[src/rtl/pidlp_pkg.sv]
// Shared types, register codes and saturation helpers for the PID loop block.
// Used by pidlp_csr, pidlp_ctrl, pidlp_dp and pid_loop_with_delayed_plant.
`default_nettype none

package pidlp_pkg;

   localparam int CSR_INDEX_W = 3;

   typedef enum logic [CSR_INDEX_W-1:0] {
      CSR_GAIN_PROP     = 3'd0,
      CSR_GAIN_INTEGRAL = 3'd1,
      CSR_GAIN_DERIV    = 3'd2,
      CSR_STEP_SIZE     = 3'd3,
      CSR_STEP_OVER_TC  = 3'd4,
      CSR_PLANT_GAIN    = 3'd5,
      CSR_DELAY_TICKS   = 3'd6
   } csr_index_type;

   localparam logic [30:0] STEP_SIZE_RESET = 31'd65536;

   typedef struct packed {
      logic signed [31:0] gain_prop;
      logic signed [31:0] gain_integral;
      logic signed [31:0] gain_deriv_per_step;
      logic [30:0]        step_size;
      logic [30:0]        step_over_time_const;
      logic signed [31:0] plant_gain;
      logic [7:0]         delay_ticks;
   } cfg_type;

   // One bit per sequencer step; at most one is high in any cycle.
   typedef struct packed {
      logic load_in;
      logic calc_err;
      logic mul_edt;
      logic mul_kp;
      logic mul_ki;
      logic mul_kd;
      logic calc_ctrl;
      logic mul_ku;
      logic calc_diff;
      logic mul_dt;
      logic finish;
   } cmd_type;

   localparam logic signed [63:0] S32_MAX = 64'sd2147483647;
   localparam logic signed [63:0] S32_MIN = -64'sd2147483648;

   function automatic logic signed [31:0] sat32(input logic signed [63:0] v);
      logic signed [31:0] r;
      if (v > S32_MAX) begin
         r = 32'sh7fff_ffff;
      end else if (v < S32_MIN) begin
         r = 32'sh8000_0000;
      end else begin
         r = v[31:0];
      end
      return r;
   endfunction

   function automatic logic signed [31:0] clamp_sym(input logic signed [63:0] v,
                                                   input logic signed [31:0] lim);
      logic signed [31:0] r;
      if (v > 64'(lim)) begin
         r = lim;
      end else if (v < -64'(lim)) begin
         r = -lim;
      end else begin
         r = v[31:0];
      end
      return r;
   endfunction

endpackage

`default_nettype wire

[src/rtl/pidlp_csr.sv]
// Configuration register file for the PID loop block.
// Depends on pidlp_pkg for the register codes and the cfg_type bundle.
`default_nettype none

module pidlp_csr (
   input  wire logic                                   clock,
   input  wire logic                                   reset,
   input  wire logic                                   csr_valid,
   output logic                                        csr_ready,
   input  wire logic [pidlp_pkg::CSR_INDEX_W-1:0]      csr_index,
   input  wire logic [31:0]                            csr_wdata,
   output pidlp_pkg::cfg_type                          cfg
);
   import pidlp_pkg::*;

   cfg_type cfg_ff;
   cfg_type cfg_in;

   assign csr_ready = 1'b1;
   assign cfg = cfg_ff;

   always_comb begin
      cfg_in = cfg_ff;
      if (csr_valid) begin
         unique case (csr_index)
            CSR_GAIN_PROP:     cfg_in.gain_prop            = csr_wdata;
            CSR_GAIN_INTEGRAL: cfg_in.gain_integral        = csr_wdata;
            CSR_GAIN_DERIV:    cfg_in.gain_deriv_per_step  = csr_wdata;
            CSR_STEP_SIZE:     cfg_in.step_size            = csr_wdata[30:0];
            CSR_STEP_OVER_TC:  cfg_in.step_over_time_const = csr_wdata[30:0];
            CSR_PLANT_GAIN:    cfg_in.plant_gain           = csr_wdata;
            CSR_DELAY_TICKS:   cfg_in.delay_ticks          = csr_wdata[7:0];
            default:           cfg_in = cfg_ff;
         endcase
      end
   end

   always_ff @(posedge clock) begin
      if (reset) begin
         cfg_ff.gain_prop            <= '0;
         cfg_ff.gain_integral        <= '0;
         cfg_ff.gain_deriv_per_step  <= '0;
         cfg_ff.step_size            <= STEP_SIZE_RESET;
         cfg_ff.step_over_time_const <= '0;
         cfg_ff.plant_gain           <= '0;
         cfg_ff.delay_ticks          <= '0;
      end else begin
         cfg_ff <= cfg_in;
      end
   end

endmodule

`default_nettype wire

[config.mk]
export PLATFORM = sky130hd
export DESIGN_NAME = pidlp_csr
export DESIGN_NICKNAME = d
export VERILOG_FILES = /design/src/rtl/pidlp_pkg.sv /design/src/rtl/pidlp_csr.sv
export SDC_FILE = /design/constraint.sdc
export NUM_CORES = 1
export LEC_CHECK = 0
export BUFFER_PORTS_ARGS = -buffer_cell sky130_fd_sc_hd__buf_4
export CAP_MARGIN = 40
export CORE_MARGIN = 4
export CORE_UTILIZATION = 50
export DETAILED_ROUTE_END_ITERATION = 7
export PLACE_DENSITY = 0.8
export SYNTH_ARGS = -nofsm -noshare
export SYNTH_HDL_FRONTEND = slang
export SYNTH_SLANG_ARGS = --single-unit
[constraint.sdc]
create_clock -name clock -period 3.63 [get_ports clock]
set_clock_uncertainty 0.05 [all_clocks]
set_input_delay 0.5445 -clock clock [delete_from_list [all_inputs] [get_ports clock]]
set_output_delay 0.5445 -clock clock [all_outputs]
set_load 0.005 [all_outputs]
==> impl_metrics.json <==
{
  "status": "finished, final reports clean",
  "max_freq_mhz": 567.8,
  "drtIter0Drc": 232,
  "dr.pass1.iters": 4,
  "post-place-ws_ns": 1.473,
  "rows": 45,
  "maxCapViolations": 0,
  "slew_violations": 0,
  "drc": 0,
  "clockRootBuffer": "clkbuf_16",
  "die-area_mm2": 0.01755,
  "period_share": 0.4852,
  "yosysSeqAreaShare": 0.5118,
  "post-cts-setup-buffer-count": 0,
  "reg2reg_slack_ns": 2.91,
  "whs_path_depth": 3,
  "htree_levels": 4,
  "largest_reg_flops": 198,
  "slowest_stage": "buf_4",
  "die_w_um": 132.5,
  "fin_nets": 940,
  "diodes": 0,
  "yosysTopAreaCellShare": 0.5118,
  "p_per_area_mw_per_mm2": 442.1,
  "hold_buffers": 0,
  "routedWlPerCell_um": 18.26,
  "grt_pass1_wl_um": 31330,
  "fin_ws_ns": 1.869,
  "grt_util_all_layers": 0.2238,
  "ios": 237,
  "critical_path.max_stage_delay_ns": 0.44,
  "path_cells": "buf_4 > buf_12 > nand2b_1 > mux2i_1",
  "min_to": "cfg[87]",
  "yosysTopAreaCell": "dfxtp_1",
  "critPathCaptureType": "flip-flop",
  "clk_pin_slew_ns": 0.07,
  "ys_warn_count": 0,
  "final-hold-violation-count": 0,
  "synthCells": 690,
  "gp_congestion": 0.8062,
  "finalCriticalPeriod_ns": 1.761,
  "fp.dieH_um": 132.5,
  "routed_via_density": 5.049,
  "netlist_top_cells_count": "nand2b_1 (229), dfxtp_1 (198), mux2i_1 (198)",
  "r2r-start": "cfg[95]",
  "cts_resized": 0,
  "ys_top_cells_by_area": "dfxtp_1 (51%), mux2i_1 (26%), nand2b_1 (18%), clkbuf_1 (1.4%), buf_2 (1.2%)",
  "synth.most_common_cell": "nand2b_1",
  "required_ns": 3.87,
  "ys.flop_type": "dfxtp_1",
  "max-vdd-ir-drop_mv": 0.2887,
  "ys_types": 15,
  "crit_arrival_ns": 2.00,
  "post-layout-total-power_uw": 4553,
  "rsz0062_at_grt": "no",
  "hold_class": "input port to flip-flop",
  "synth-edff-count": 0,
  "min_from": "csr_wdata[16]",
  "grt_remaining_overflow": 0,
  "dr_total_vias": 5569,
  "syn_to_final_growth_pct": 32.97,
  "initial_core_util": 0.5095,
  "worst-r2r-cell-count": 2,
  "tritoncts": "built",
  "setup_viol": 0,
  "power_leakage_uw": 0.005253,
  "grt_max_degree": 128,
  "hpwl_um": 13970,
  "ant_nets": 0,
  "synth_nets": 728,
  "postSynthAreaPerCell_um2": 11.22,
  "cp-start-kind": "input port",
  "core_mm2": 0.01520,
  "cts_max_path_buffers": 2,
  "numCtsBuffers": 17,
  "maxSlewHeadroom": 0.4901,
  "critPathKind": "input port to flip-flop",
  "fin_tns_setup_ns": 0,
  "clock-sinks": 198,
  "netlist_area_mm2": 0.007745,
  "async_flop_share": 0,
  "reg2reg_to": "cfg[95]",
  "grt_pass1_vias": 5785,
  "layout-drive-gt1-share": 0.3093,
  "wl_um": 20140,
  "antenna_found_initial": 0,
  "ys_ff_latch": 198,
  "insertion_delay_ns": 0.42,
  "tightest_slew_ns": 0.7608,
  "crit_fanout": 127,
  "port_buffers": 235
}
through the flow:
| stage | instances | util | hold WS (ns) | area, um^2 |
|---|---|---|---|---|
| after floorplan | 690 | - | 0.4150 | 7745 |
| after global placement | 1068 | 0.6328 | 0.4112 | 9620 |
| after detailed placement | 1071 | 0.6365 | 0.4171 | 9676 |
| after CTS | 1103 | 0.6774 | 0.3431 | 10300 |
| after global routing | 1103 | 0.6774 | 0.3735 | 10300 |
| final | 1103 | 0.6774 | 0.3563 | 10300 |
area by class of cell:
| type | count | area (um^2) |
|---|---|---|
| Multi-Input combinational cell | 439 | 3572 |
| Clock buffer | 19 | 452.9 |
| Sequential cell | 198 | 3964 |
| Tap cell | 188 | 235.2 |
| Clock inverter | 13 | 170.2 |
| Fill cell | 1171 | 4903 |
| Timing Repair Buffer | 246 | 1904 |
critical path: cells and delay by family:
| kind | cells | cell delay [ns] |
|---|---|---|
| buf+inv | 2 | 0.83 |
| simple gates | 1 | 0.37 |
| mux | 1 | 0.13 |
cell usage in the layout (no fill, tap or decap), drive strengths merged:
cell type	synthesis	routed
nor2	2	2
or4b	1	1
nor4b	1	1
conb	1	1
bufinv	0	3
dfxtp	198	198
mux2i	198	198
inv	0	4
clkinvlp	0	3
buf	25	246
nor4bb	1	1
clkbuf	28	19
nand4bb	3	3
nand2b	229	229
nand4b	3	3
clkinv	0	3
cells by family (layout without fill, tap and decap cells):
| kind of cell | count (synthesis) | count (layout) | synth area share |
|---|---|---|---|
| buffers and inverters | 53 | 278 | 0.03393 |
| flip-flops | 198 | 198 | 0.5118 |
| multiplexers | 198 | 198 | 0.2559 |
| other | 1 | 1 | 0.0004842 |
| AND/OR/NAND/NOR | 240 | 240 | 0.1979 |
power breakdown:
group | switching [uW] | internal (uW) | leakage [uW]
Clock | 834 | 1130 | 0.000297
Sequential | 30.5 | 2220 | 0.00160
Combinational | 158 | 179 | 0.00335
how the worst max path moves through the flow:
stage | startpoint | slack [ns] | endpoint
after floorplan | csr_index[1] | 1.88 | cfg[187]
after detailed placement | reset | 1.47 | cfg[181]
after CTS | reset | 1.93 | cfg[181]
after global routing | reset | 1.77 | cfg[55]
after global placement | csr_index[2] | 1.24 | cfg[86]
final | reset | 1.87 | cfg[117]
metal layers:
layer,track usage,vias to the layer above,share of wire
li1,-,2698,-
met1,0.2634,2663,0.43
met2,0.3846,180,0.49
met3,0.07605,28,0.072
met4,0.07217,0,0.017
met5,0,-,0
Power figures use the tool's default switching activity.
