==> config.mk <==
export PLATFORM = sky130hd
export DESIGN_NAME = pidlp_ctrl
export DESIGN_NICKNAME = d
export VERILOG_FILES = /design/src/rtl/pidlp_pkg.sv /design/src/rtl/pidlp_ctrl.sv
export SDC_FILE = /design/constraint.sdc
export NUM_CORES = 1
export LEC_CHECK = 0
export ABC_CLOCK_PERIOD_IN_PS = 1800
export BUFFER_PORTS_ARGS = -buffer_cell sky130_fd_sc_hd__buf_2
export CORE_MARGIN = 5
export CORE_UTILIZATION = 45
export CTS_CLUSTER_DIAMETER = 150
export DETAILED_ROUTE_END_ITERATION = 8
export PLACE_DENSITY = 0.72
export SETUP_SLACK_MARGIN = 0.02
export SYNTH_ARGS = -nofsm -noshare
export SYNTH_HDL_FRONTEND = slang
export SYNTH_SLANG_ARGS = --single-unit
==> constraint.sdc <==
create_clock -name clock -period 1.8 [get_ports clock]
set_clock_uncertainty 0.15 [all_clocks]
set_input_delay 0.27 -clock clock [delete_from_list [all_inputs] [get_ports clock]]
set_output_delay 0.27 -clock clock [all_outputs]
set_load 0.05 [all_outputs]
==> src/rtl/pidlp_pkg.sv <==
// Shared types, register codes and saturation helpers for the PID loop block.
// Used by pidlp_csr, pidlp_ctrl, pidlp_dp and pid_loop_with_delayed_plant.
`default_nettype none

package pidlp_pkg;

   localparam int CSR_INDEX_W = 3;

   typedef enum logic [CSR_INDEX_W-1:0] {
      CSR_GAIN_PROP     = 3'd0,
      CSR_GAIN_INTEGRAL = 3'd1,
      CSR_GAIN_DERIV    = 3'd2,
      CSR_STEP_SIZE     = 3'd3,
      CSR_STEP_OVER_TC  = 3'd4,
      CSR_PLANT_GAIN    = 3'd5,
      CSR_DELAY_TICKS   = 3'd6
   } csr_index_type;

   localparam logic [30:0] STEP_SIZE_RESET = 31'd65536;

   typedef struct packed {
      logic signed [31:0] gain_prop;
      logic signed [31:0] gain_integral;
      logic signed [31:0] gain_deriv_per_step;
      logic [30:0]        step_size;
      logic [30:0]        step_over_time_const;
      logic signed [31:0] plant_gain;
      logic [7:0]         delay_ticks;
   } cfg_type;

   // One bit per sequencer step; at most one is high in any cycle.
   typedef struct packed {
      logic load_in;
      logic calc_err;
      logic mul_edt;
      logic mul_kp;
      logic mul_ki;
      logic mul_kd;
      logic calc_ctrl;
      logic mul_ku;
      logic calc_diff;
      logic mul_dt;
      logic finish;
   } cmd_type;

   localparam logic signed [63:0] S32_MAX = 64'sd2147483647;
   localparam logic signed [63:0] S32_MIN = -64'sd2147483648;

   function automatic logic signed [31:0] sat32(input logic signed [63:0] v);
      logic signed [31:0] r;
      if (v > S32_MAX) begin
         r = 32'sh7fff_ffff;
      end else if (v < S32_MIN) begin
         r = 32'sh8000_0000;
      end else begin
         r = v[31:0];
      end
      return r;
   endfunction

   function automatic logic signed [31:0] clamp_sym(input logic signed [63:0] v,
                                                   input logic signed [31:0] lim);
      logic signed [31:0] r;
      if (v > 64'(lim)) begin
         r = lim;
      end else if (v < -64'(lim)) begin
         r = -lim;
      end else begin
         r = v[31:0];
      end
      return r;
   endfunction

endpackage

`default_nettype wire

==> src/rtl/pidlp_ctrl.sv <==
// Sequencer for one loop tick: walks the shared multiplier through its steps.
// Depends on pidlp_pkg for cmd_type; drives pidlp_dp through cmd.
`default_nettype none

module pidlp_ctrl (
   input  wire logic          clock,
   input  wire logic          reset,
   input  wire logic          req_tvalid,
   output logic               req_tready,
   output logic               rsp_tvalid,
   input  wire logic          rsp_tready,
   output pidlp_pkg::cmd_type cmd
);
   import pidlp_pkg::*;

   typedef enum logic [10:0] {
      ST_IDLE   = 11'b000_0000_0001,
      ST_ERR    = 11'b000_0000_0010,
      ST_EDT    = 11'b000_0000_0100,
      ST_KP     = 11'b000_0000_1000,
      ST_KI     = 11'b000_0001_0000,
      ST_KD     = 11'b000_0010_0000,
      ST_CTRL   = 11'b000_0100_0000,
      ST_KU     = 11'b000_1000_0000,
      ST_DIFF   = 11'b001_0000_0000,
      ST_DT     = 11'b010_0000_0000,
      ST_FINISH = 11'b100_0000_0000
   } state_type;

   state_type state_ff, state_in;
   logic      rsp_valid_ff, rsp_valid_in;
   logic      slot_free;

   assign req_tready = (state_ff == ST_IDLE);
   assign rsp_tvalid = rsp_valid_ff;
   assign slot_free  = !rsp_valid_ff || rsp_tready;

   always_comb begin
      state_in     = state_ff;
      rsp_valid_in = rsp_valid_ff;
      cmd          = '0;
      if (rsp_tready) begin
         rsp_valid_in = 1'b0;
      end
      unique case (state_ff)
         ST_IDLE: begin
            if (req_tvalid) begin
               cmd.load_in = 1'b1;
               state_in    = ST_ERR;
            end
         end
         ST_ERR: begin
            cmd.calc_err = 1'b1;
            state_in     = ST_EDT;
         end
         ST_EDT: begin
            cmd.mul_edt = 1'b1;
            state_in    = ST_KP;
         end
         ST_KP: begin
            cmd.mul_kp = 1'b1;
            state_in   = ST_KI;
         end
         ST_KI: begin
            cmd.mul_ki = 1'b1;
            state_in   = ST_KD;
         end
         ST_KD: begin
            cmd.mul_kd = 1'b1;
            state_in   = ST_CTRL;
         end
         ST_CTRL: begin
            cmd.calc_ctrl = 1'b1;
            state_in      = ST_KU;
         end
         ST_KU: begin
            cmd.mul_ku = 1'b1;
            state_in   = ST_DIFF;
         end
         ST_DIFF: begin
            cmd.calc_diff = 1'b1;
            state_in      = ST_DT;
         end
         ST_DT: begin
            cmd.mul_dt = 1'b1;
            state_in   = ST_FINISH;
         end
         ST_FINISH: begin
            // hold the plant update until the output register can take the item
            if (slot_free) begin
               cmd.finish   = 1'b1;
               rsp_valid_in = 1'b1;
               state_in     = ST_IDLE;
            end
         end
         default: begin
            state_in = ST_IDLE;
         end
      endcase
   end

   always_ff @(posedge clock) begin
      if (reset) begin
         state_ff     <= ST_IDLE;
         rsp_valid_ff <= 1'b0;
      end else begin
         state_ff     <= state_in;
         rsp_valid_ff <= rsp_valid_in;
      end
   end

`ifndef SYNTH
   a_accept_starts_tick: assert property (@(posedge clock) disable iff (reset)
      (req_tvalid && req_tready) |=> (state_ff == ST_ERR))
      else $error("accepted item did not start a tick");

   a_rsp_from_finish: assert property (@(posedge clock) disable iff (reset)
      $rose(rsp_tvalid) |-> $past(state_ff == ST_FINISH))
      else $error("result raised outside the finish step");

   a_no_overwrite: assert property (@(posedge clock) disable iff (reset)
      (state_ff == ST_FINISH && rsp_valid_ff && !rsp_tready) |=> (state_ff == ST_FINISH))
      else $error("finish step passed while the output register was full");

   a_mul_chain: assert property (@(posedge clock) disable iff (reset)
      (state_ff == ST_DT) |=> (state_ff == ST_FINISH))
      else $error("plant multiply not followed by the finish step");
`endif

endmodule

`default_nettype wire

==> impl_metrics.py, run 1 <==
metrics = {
    "grt": {
        "antenna_found_initial": 0,
        "grt_usage": 0.188,
        "grt_pass1_wl_um": 3470,
        "grt_max_degree": 9,
        "grt_overflow_total": 0,
        "grt_pass1_vias": 753,
    },
    "timing": {
        "fin_setup_tns_ns": -7.54,
        "min_period_ns": 2.37,
        "tightest_slew_ns": 0.382,
        "setup_viol": 23,
        "finalHoldViolCount": 0,
        "fin_ws_ns": -0.568,
        "relSlewSlack": 0.745,
        "final-max-slew-violation-count": 0,
        "rsz0062_at_grt": "yes",
        "max_freq_ghz": 0.422,
        "period_share": 1.32,
        "holdWs_ns": 0.121,
    },
    "cts": {
        "cts_root_buffer": "clkbuf_4",
        "cts_tree": "built",
        "clk_pin_slew_worst_paths_ns": 0.09,
        "clock_latency_ns": 0.28,
        "cts_buffers": 3,
        "htree_num_levels": 1,
        "hold_buffers": 0,
        "clock-sinks": 12,
        "clockBufferDepth": 2,
    },
    "final_layout": {
        "final_cell_area_um2": 1250,
        "fin_util": 0.848,
        "drive_gt1_frac": 0.626,
        "nNetsFinal": 120,
        "fill_cells": 80,
        "syn_to_final_growth_pct": 84.3,
        "ff_latch_area_um2": 244,
        "multi_input_comb_area_um2": 574,
        "fin_cells": 131,
        "diodes": 0,
    },
    "setup_path": {
        "cp-start-kind": "flop",
        "path_cells": "nor4_4 > nand2_2 > or4_4 > nor3b_4 > buf_6",
        "path_buf_inv": 1,
        "required_ns": 1.38,
        "worstPathMaxFanout": 3,
        "cp_data_arrival_time_ns": 1.95,
        "slowest_delay_ns": 0.47,
        "r2r_cells": 8,
        "slowest_stage": "or4_4",
        "critPathKind": "flop to primary output",
        "r2r_end": "state_ff[6]",
        "timing.rr.start": "state_ff[6]",
        "reg2reg_setup_slack_ns": -0.21,
        "cp_top_family": "simple AND/OR/NAND/NOR gates",
        "cp-end-kind": "primary output",
    },
    "yosys": {
        "synthAdderAreaFrac": 0,
        "yosysWarnings": 0,
        "synth_mux_area_frac": 0,
        "yosysTopAreaCell": "dfxtp_1",
        "synth_area_leaders": "dfxtp_1 (35%), and2_1 (7.4%), nor2b_1 (6.5%)",
        "synth_top_family_by_area": "simple AND/OR/NAND/NOR gates",
        "ys_ff_latch": 12,
        "synth.net_count": 79,
        "synth-compound-area-share": 0.102,
        "synth.avg_cell_area_um2": 9.03,
        "synth_cells": 75,
        "seq_area_frac_synth": 0.355,
        "synth_xor_area_frac": 0.0259,
        "syn_area_um2": 677,
        "yosys.area.top_type_share": 0.355,
        "synthSimpleGateAreaFrac": 0.482,
        "synth_cell_types": 32,
    },
    "detailed_routing": {
        "wirelength_um": 2300,
        "routedWlPerCell_um": 17.6,
        "drc": 0,
        "dr.pass1.iters": 4,
        "via_per_inst": 5.79,
        "drt_iter0_drc": 19,
        "vias": 758,
        "ant_nets": 0,
    },
    "power_and_ir_drop": {
        "p_leak_nw": 0.502,
        "vdd_ir_drop_max_mv": 0.467,
        "power.density_nw_per_um2": 570,
    },
    "outcome": {
        "status": "complete, but fails checks",
        "violations": "setup timing",
    },
    "place": {
        "place_area_um2": 967,
        "dp_hpwl_um": 1300,
        "place_congestion": 0.793,
        "port-buffer-count": 16,
        "dp_cells": 120,
    },
    "flow_run": {
        "drv_cap": 0,
    },
    "hold_path": {
        "whs_path_depth": 2,
        "min_to": "rsp_tvalid",
        "hp-start": "reset",
        "hold_class": "input port to flop",
    },
    "floorplan": {
        "die_y_um": 48.8,
        "ios": 17,
        "dieArea_um2": 2380,
        "fp.dieW_um": 48.8,
        "rows": 14,
        "start_util": 0.460,
        "coreArea_um2": 1470,
    },
}
==> cells in the mapped netlist (all sizes together) <==
| master | number |
|---|---|
| a211oi | 1 |
| a21boi | 1 |
| a21oi | 1 |
| a31oi | 1 |
| and2 | 8 |
| and3 | 4 |
| and4b | 3 |
| buf | 2 |
| clkbuf | 1 |
| dfxtp | 12 |
| inv | 1 |
| nand2 | 3 |
| nand2b | 1 |
| nand3b | 1 |
| nor2 | 5 |
| nor2b | 7 |
| nor3 | 3 |
| nor3b | 2 |
| nor4 | 3 |
| nor4b | 2 |
| o211ai | 1 |
| o21ai | 3 |
| o22ai | 1 |
| o31ai | 1 |
| or3 | 2 |
| or4 | 2 |
| or4bb | 1 |
| xnor2 | 1 |
| xor2 | 1 |
==> state kept, by name (all words and copies together) (netlist names) <==
register and count:
rsp_tvalid 1, state_ff 11
==> power by group <==
part           internal [mW]  switching [mW]  leakage, nW
Combinational          0.102           0.106        0.383
Clock                  0.123           0.105       0.0210
Sequential             0.271         0.00336       0.0979
==> cells by family (layout without fill, tap and decap cells) <==
kind of cell	Yosys count	after routing
xor+xnor	2	2
buf+inv	4	44
compound gates	10	10
simple gates	47	47
flops	12	12
==> cells in the final DEF, fill, tap and decap left out, drive strengths merged <==
master / synthesis / routed
or4bb: 1 / 1
nand2b: 1 / 1
nor3: 3 / 3
nor4b: 2 / 2
o31ai: 1 / 1
nor2: 5 / 5
a21boi: 1 / 1
a211oi: 1 / 1
nand3b: 1 / 1
o211ai: 1 / 1
dfxtp: 12 / 12
nor3b: 2 / 2
nor2b: 7 / 7
or3: 2 / 2
nor4: 3 / 3
xor2: 1 / 1
o22ai: 1 / 1
buf: 2 / 39
a31oi: 1 / 1
nand2: 3 / 3
clkbuf: 1 / 4
o21ai: 3 / 3
and4b: 3 / 3
xnor2: 1 / 1
inv: 1 / 1
and2: 8 / 8
a21oi: 1 / 1
or4: 2 / 2
and3: 4 / 4
==> worst max path at each step <==
stage,start,end,cells past startpoint
3_5_place_dp,state_ff[5],cmd[8],5
4_1_cts,state_ff[4],cmd[8],5
6_report,state_ff[6],cmd[8],5
2_1_floorplan,state_ff[5],cmd[8],4
5_1_grt,state_ff[6],cmd[8],5
3_3_place_gp,state_ff[5],cmd[8],5
==> cell type report <==
cell class,count,area share
multi-input combinational,59,0.460
timing repair buffer,39,0.296
sequential,12,0.196
clock buffer,4,0.0291
tap,16,0.0160
inverter,1,0.00301
==> metrics by stage <==
step                      setup WS (ns)  power (mW)
after floorplan                  -0.371       0.381
after global placement           -0.266       0.419
after detailed placement         -0.285       0.421
after CTS                        -0.502       0.682
after global routing             -0.659       0.740
final                            -0.568       0.711
==> what timing repair did <==
action,in CTS,in global routing
setup endpoints to repair,22,24
buffers inserted,4,4
hold endpoints to repair,0,0
pin swaps,6,12
resized for setup,40,12
==> metal layers <==
| metal | track usage | up-vias | share of wire |
|---|---|---|---|
| met5 | 0 | - | 0 |
| met4 | 0.0942 | 0 | 0.024 |
| met3 | 0.0306 | 5 | 0.046 |
| met2 | 0.320 | 28 | 0.51 |
| met1 | 0.225 | 365 | 0.42 |
| li1 | - | 360 | - |
No activity file was read; power rests on OpenSTA's default activity.
==> inputs of run 2 (changes only) <==
Settings changed: ABC_AREA set to 1, CORE_MARGIN 5 to unset, CORE_UTILIZATION 45 to 46, SLEW_MARGIN set to 20.
==> run 2 against run 1 <==
Effect of this change: synthesized area grew 11%; clock power down 25%; largest power group unchanged; routed wire length is 29% lower; sequential share of layout area increased by 3.5 points; register-to-register slack better by 0.51 ns; worst setup slack improved by 0.57 ns; the flow now finishes without violations; global-route usage up 0.37 points; combinational power shrank 22%; via count shrank 3.6%.
==> impl_metrics.py, run 2 <==
metrics = {
    "timing": {
        "setup_viol": 0,
        "rsz0062_at_grt": "yes",
        "finalHoldViolCount": 0,
        "period_share": 0.996,
        "max_freq_ghz": 0.558,
        "relSlewSlack": 0.834,
        "holdWs_ns": 0.106,
        "min_period_ns": 1.79,
        "final-max-slew-violation-count": 0,
        "tightest_slew_ns": 0.247,
    },
    "yosys": {
        "async_reset_ff_frac": 0,
        "yosys.area.top_type_share": 0.320,
        "yosysTopAreaCell": "dfxtp_1",
        "syn_area_um2": 751,
        "synth_area_leaders": "dfxtp_1 (32%), inv_1 (12%), nand2_1 (12%)",
        "synth.avg_cell_area_um2": 6.95,
        "synthSimpleGateAreaFrac": 0.513,
        "synth.net_count": 112,
        "synthFlopType": "dfxtp_1",
        "synthTopCellsByCount": "inv_1 (24), nand2_1 (23), nor2_1 (13)",
        "synth_cell_types": 18,
        "synth_top_family_by_area": "simple AND/OR/NAND/NOR gates",
        "seq_area_frac_synth": 0.320,
        "synth-compound-area-share": 0.0267,
        "ys_ff_latch": 12,
        "yosysWarnings": 0,
        "synth.most_common_cell": "inv_1",
        "synth_cells": 108,
        "synth_mux_area_frac": 0,
        "synth_xor_area_frac": 0,
        "synth_edf_count": 0,
        "synthAdderAreaFrac": 0,
    },
    "final_layout": {
        "diodes": 0,
        "layout_commonest_cell": "nand2_1",
        "largest_register": "state_ff",
        "fill_cells": 129,
        "largest_register_ffs": 11,
        "nNetsFinal": 140,
        "fin_util": 0.735,
        "final_cell_area_um2": 1120,
        "most-common-layout-cells": "nand2_1 (15), inv_2 (14), inv_1 (13)",
        "syn_to_final_growth_pct": 49.2,
        "drive_gt1_frac": 0.612,
    },
    "setup_path": {
        "r2r_cells": 9,
        "required_ns": 1.38,
        "path_cells": "nor2_4 > nand2_4 > nor2_8 > nand2_4 > nor2_4 > buf_6",
        "path_buf_inv": 1,
        "timing.rr.start": "state_ff[6]",
        "reg2reg_setup_slack_ns": 0.30,
        "r2r_end": "state_ff[0]",
        "critPathKind": "flop to primary output",
        "cp_top_family": "simple AND/OR/NAND/NOR gates",
        "slowest_delay_ns": 0.36,
        "cp-end-kind": "primary output",
        "cp-start-kind": "flop",
        "worstPathMaxFanout": 6,
        "slowest_stage": "dfxtp_4",
        "cp_data_arrival_time_ns": 1.37,
    },
    "cts": {
        "cts_tree": "built",
        "cts_buffers": 3,
        "hold_buffers": 0,
        "clock_latency_ns": 0.28,
        "cts_root_buffer": "clkbuf_4",
        "clockBufferDepth": 2,
        "clk_pin_slew_worst_paths_ns": 0.07,
        "clock-sinks": 12,
        "htree_num_levels": 1,
    },
    "floorplan": {
        "dieArea_um2": 1800,
        "rows": 14,
        "start_util": 0.493,
        "coreArea_um2": 1520,
        "ios": 17,
        "fp.dieW_um": 42.4,
        "die_y_um": 42.4,
    },
    "detailed_routing": {
        "drt_iter0_drc": 7,
        "wirelength_um": 1630,
        "ant_nets": 0,
        "dr.pass1.iters": 4,
        "via_per_inst": 4.87,
        "routedWlPerCell_um": 10.8,
        "vias": 731,
        "drc": 0,
    },
    "grt": {
        "grt_pass1_wl_um": 2530,
        "grt_usage": 0.192,
        "grt_pass1_vias": 630,
        "antenna_found_initial": 0,
        "grt_overflow_total": 0,
        "grt_max_degree": 13,
    },
    "outcome": {
        "status": "finished clean",
    },
    "place": {
        "place_area_um2": 852,
        "port-buffer-count": 16,
        "dp_hpwl_um": 1110,
        "place_congestion": 0.866,
    },
    "hold_path": {
        "min_to": "rsp_tvalid",
        "hp-start": "rsp_tready",
        "hold_class": "input port to flop",
        "whs_path_depth": 4,
    },
    "power_and_ir_drop": {
        "p_leak_nw": 0.567,
        "vdd_ir_drop_max_mv": 0.560,
        "total_power_mw": 0.610,
        "power.density_nw_per_um2": 545,
    },
    "flow_run": {
        "drv_cap": 0,
    },
}
## run 2: cell types whose count changed in the layout (fill, tap and decap cells not counted), sizes merged, moves of 3 or more
cell   change
inv       +26
nand2     +26
buf       -15
nor2      +13
nor3      +10
and2       -8
nor2b      -7
and3       -4
nand3      +4
and4b      -3
nor4       -3
## run 2: worst register-to-register path: stages, from the launching register on
cell     delay [ns]
dfxtp_4        0.36
nor2_4         0.12
nand2_4        0.09
nor2_8         0.18
buf_4          0.15
nand3_4        0.09
nand2_4        0.11
inv_2          0.03
nand3_1        0.07
nand2_1        0.05
## run 2: routing by layer
metal  vias up  share of wire  wire [um]  global-route usage
li1        377              -          -                   -
met1       329           0.39        632               0.211
met2        20           0.55        895               0.335
met3         5          0.039         63              0.0517
met4         0          0.022         36              0.0938
met5         -              0          0                   0
## run 2: worst max path at each step
stage          endpoint  cells after the start         from
2_1_floorplan   cmd[10]                      5  state_ff[8]
3_3_place_gp    cmd[10]                      6  state_ff[8]
3_5_place_dp    cmd[10]                      6  state_ff[8]
4_1_cts          cmd[0]                      6  state_ff[1]
5_1_grt          cmd[0]                      6  state_ff[1]
6_report        cmd[10]                      6  state_ff[6]
## run 2: final cells by class
| class | instances | area (um^2) | share of cell area |
|---|---|---|---|
| clock buffers | 3 | 22.5 | 0.0201 |
| well taps | 16 | 20.0 | 0.0179 |
| flip-flops and latches | 12 | 258 | 0.230 |
| repair buffers | 24 | 253 | 0.226 |
| inverters | 27 | 101 | 0.0905 |
| multi-input cells | 68 | 465 | 0.416 |
## run 2: kinds of logic after synthesis
family | after synthesis
AO/OA/AOI/OAI | 4
buffers and inverters | 28
AND/OR/NAND/NOR | 64
flip-flops | 12
## run 2: where the power goes
group / total, mW / leakage [nW] / internal [mW] / switching (mW)
clock network: 0.171 / 0.0138 / 0.0777 / 0.0935
logic: 0.162 / 0.451 / 0.0642 / 0.0982
registers: 0.276 / 0.102 / 0.269 / 0.00703
## run 2: what timing repair did
item,CTS,global route
setup buffers,1,7
setup endpoints to repair,12,12
gates resized for setup,30,44
pin swaps,2,6
## run 2: metrics by stage
step | TNS (ns) | worst slack, ns | instances
6_report | 0 | 0.00704 | 150
5_1_grt | -0.215 | -0.0687 | 150
4_1_cts | 0 | 0.0122 | 143
3_5_place_dp | 0 | 0.215 | 139
3_3_place_gp | 0 | 0.227 | 139
2_1_floorplan | 0 | 0.187 | 108
==> inputs of run 3 (changes only) <==
==> constraint.sdc (replaced) <==
create_clock -name clock -period 1.8 [get_ports clock]
set_clock_uncertainty 0.15 [all_clocks]
set_input_delay 0.09 -clock clock [delete_from_list [all_inputs] [get_ports clock]]
set_output_delay 0.09 -clock clock [all_outputs]
set_load 0.05 [all_outputs]
==> run 3 against run 2 <==
Effect of this change: register-to-register slack got worse by 0.19 ns; count of clock-buffer cells in the layout unchanged; non-clock buffer count decreased by 4; worst hold slack improved by 0.34 ns; critical path type is now flop to flop.
==> impl_metrics.py, run 3 (synthesis results as in run 2) <==
metrics = {
    "outcome": {
        "status": "finished clean",
    },
    "floorplan": {
        "die_y_um": 42.4,
        "coreArea_um2": 1520,
        "dieArea_um2": 1800,
        "fp.dieW_um": 42.4,
        "rows": 14,
        "ios": 17,
        "start_util": 0.493,
    },
    "final_layout": {
        "syn_to_final_growth_pct": 22.7,
        "most-common-layout-cells": "inv_1 (24), nand2_1 (23), buf_2 (13), nor2_1 (12)",
        "fill_cells": 144,
        "layout_commonest_cell": "inv_1",
        "largest_register": "state_ff",
        "nNetsFinal": 136,
        "drive_gt1_frac": 0.308,
        "largest_register_ffs": 11,
        "diodes": 0,
        "fin_cells": 146,
    },
    "detailed_routing": {
        "dr.pass1.iters": 4,
        "ant_nets": 0,
        "wirelength_um": 1370,
        "drt_iter0_drc": 17,
        "drc": 0,
        "via_per_inst": 4.75,
        "routedWlPerCell_um": 9.36,
        "vias": 694,
    },
    "timing": {
        "min_period_ns": 1.69,
        "relSlewSlack": 0.835,
        "rsz0062_at_grt": "no",
        "finalHoldViolCount": 0,
        "final-max-slew-violation-count": 0,
        "tightest_slew_ns": 0.249,
        "setup_viol": 0,
        "fin_setup_tns_ns": 0,
        "period_share": 0.938,
        "max_freq_ghz": 0.592,
    },
    "place": {
        "dp_hpwl_um": 1050,
        "dp_cells": 139,
        "place_congestion": 0.867,
        "port-buffer-count": 16,
    },
    "power_and_ir_drop": {
        "p_sw_frac": 0.307,
        "vdd_ir_drop_max_mv": 0.464,
        "power.density_nw_per_um2": 610,
        "power.internal_mw": 0.390,
        "p_leak_nw": 0.537,
        "combPwrFrac": 0.220,
        "power.switching_mw": 0.172,
        "p_clk_frac": 0.289,
        "pwr-share-seq": 0.491,
    },
    "setup_path": {
        "r2r_end": "rsp_tvalid",
        "worstPathMaxFanout": 4,
        "cp-end-kind": "flop",
        "r2r_cells": 6,
        "critPathKind": "flop to flop",
        "cp_data_arrival_time_ns": 1.76,
        "critPathCapture": "rsp_tvalid",
        "required_ns": 1.87,
        "timing.rr.start": "state_ff[1]",
        "cp-start-kind": "flop",
        "reg2reg_setup_slack_ns": 0.11,
        "timing.critical_path.from": "state_ff[1]",
    },
    "grt": {
        "grt_usage": 0.173,
        "antenna_found_initial": 0,
        "grt_overflow_total": 0,
        "grt_pass1_wl_um": 2340,
        "grt_max_degree": 13,
        "grt_pass1_vias": 611,
    },
    "cts": {
        "htree_num_levels": 1,
        "postCtsSetupBuffers": 0,
        "cts_buffers": 3,
        "clock_latency_ns": 0.27,
        "cts_root_buffer": "clkbuf_4",
        "clockBufferDepth": 2,
        "clk_pin_slew_worst_paths_ns": 0.07,
        "clock-sinks": 12,
        "cts_tree": "built",
    },
    "flow_run": {
        "drv_cap": 0,
    },
    "hold_path": {
        "hold_class": "flop to flop",
    },
}
## run 3: cell count changes in the layout (fill, tap and decap cells not counted), moves of 6 or more
cell     previous run  this run
dfxtp_2             8         1
buf_2               4        13
inv_2              14         3
buf_8              10         0
buf_4               8         0
nand2_2            10         4
inv_1              13        24
dfxtp_1             2        11
nand2_1            15        23
## run 3: per-layer routing
metal,wire length [um],up-vias,track usage
met5,0,-,0
met4,34,0,0.0938
met3,59,5,0.0259
met2,668,25,0.308
met1,604,300,0.195
li1,-,364,-
## run 3: power by group through the flow
stage	combinational (mW)	sequential (mW)	clock, mW
2_1_floorplan	0.0959	0.281	0
6_report	0.124	0.276	0.162
3_5_place_dp	0.116	0.281	0
3_3_place_gp	0.116	0.281	0
4_1_cts	0.122	0.275	0.169
5_1_grt	0.134	0.276	0.181
## run 3: layout make-up
class	count	area (um^2)	area share
multi-input cells	68	408	0.443
flip-flops and latches	12	241	0.262
repair buffers	20	128	0.139
inverters	27	101	0.110
clock buffers	3	22.5	0.0245
well taps	16	20.0	0.0217
## run 3: how the worst min path moves through the flow
stage / cells past startpoint / end / from
finish: 3 / state_ff[1] / state_ff[1]
global route: 3 / state_ff[1] / state_ff[1]
CTS: 4 / state_ff[3] / state_ff[2]
detailed placement: 4 / rsp_tvalid / rsp_tready
global placement: 4 / rsp_tvalid / rsp_tready
floorplan: 1 / state_ff[6] / reset
## run 3: metrics by stage
stage	instance area [um^2]	utilization	hold slack, ns	setup slack (ns)	total power [mW]
floorplan	751	-	0.0185	0.142	0.377
global placement	847	0.556	0.222	0.409	0.397
detailed placement	847	0.556	0.228	0.402	0.397
CTS	910	0.597	0.445	0.0946	0.566
global route	921	0.604	0.488	0.00385	0.591
finish	921	0.604	0.443	0.111	0.562
## run 3: timing repair
item                                    in CTS  in global routing
hold endpoints to repair                     6                  0
endpoints found under the setup margin       0                  4
hold buffers                                 4                  0
gates resized for setup                      0                  5
## run 3: worst max-delay path: stages (launching register included)
cell,delay [ns]
dfxtp_2,0.34
nor2_1,0.13
nand2_2,0.11
nor2_4,0.16
nand2_1,0.08
a21oi_1,0.12
dlygate4sd3_1,0.55
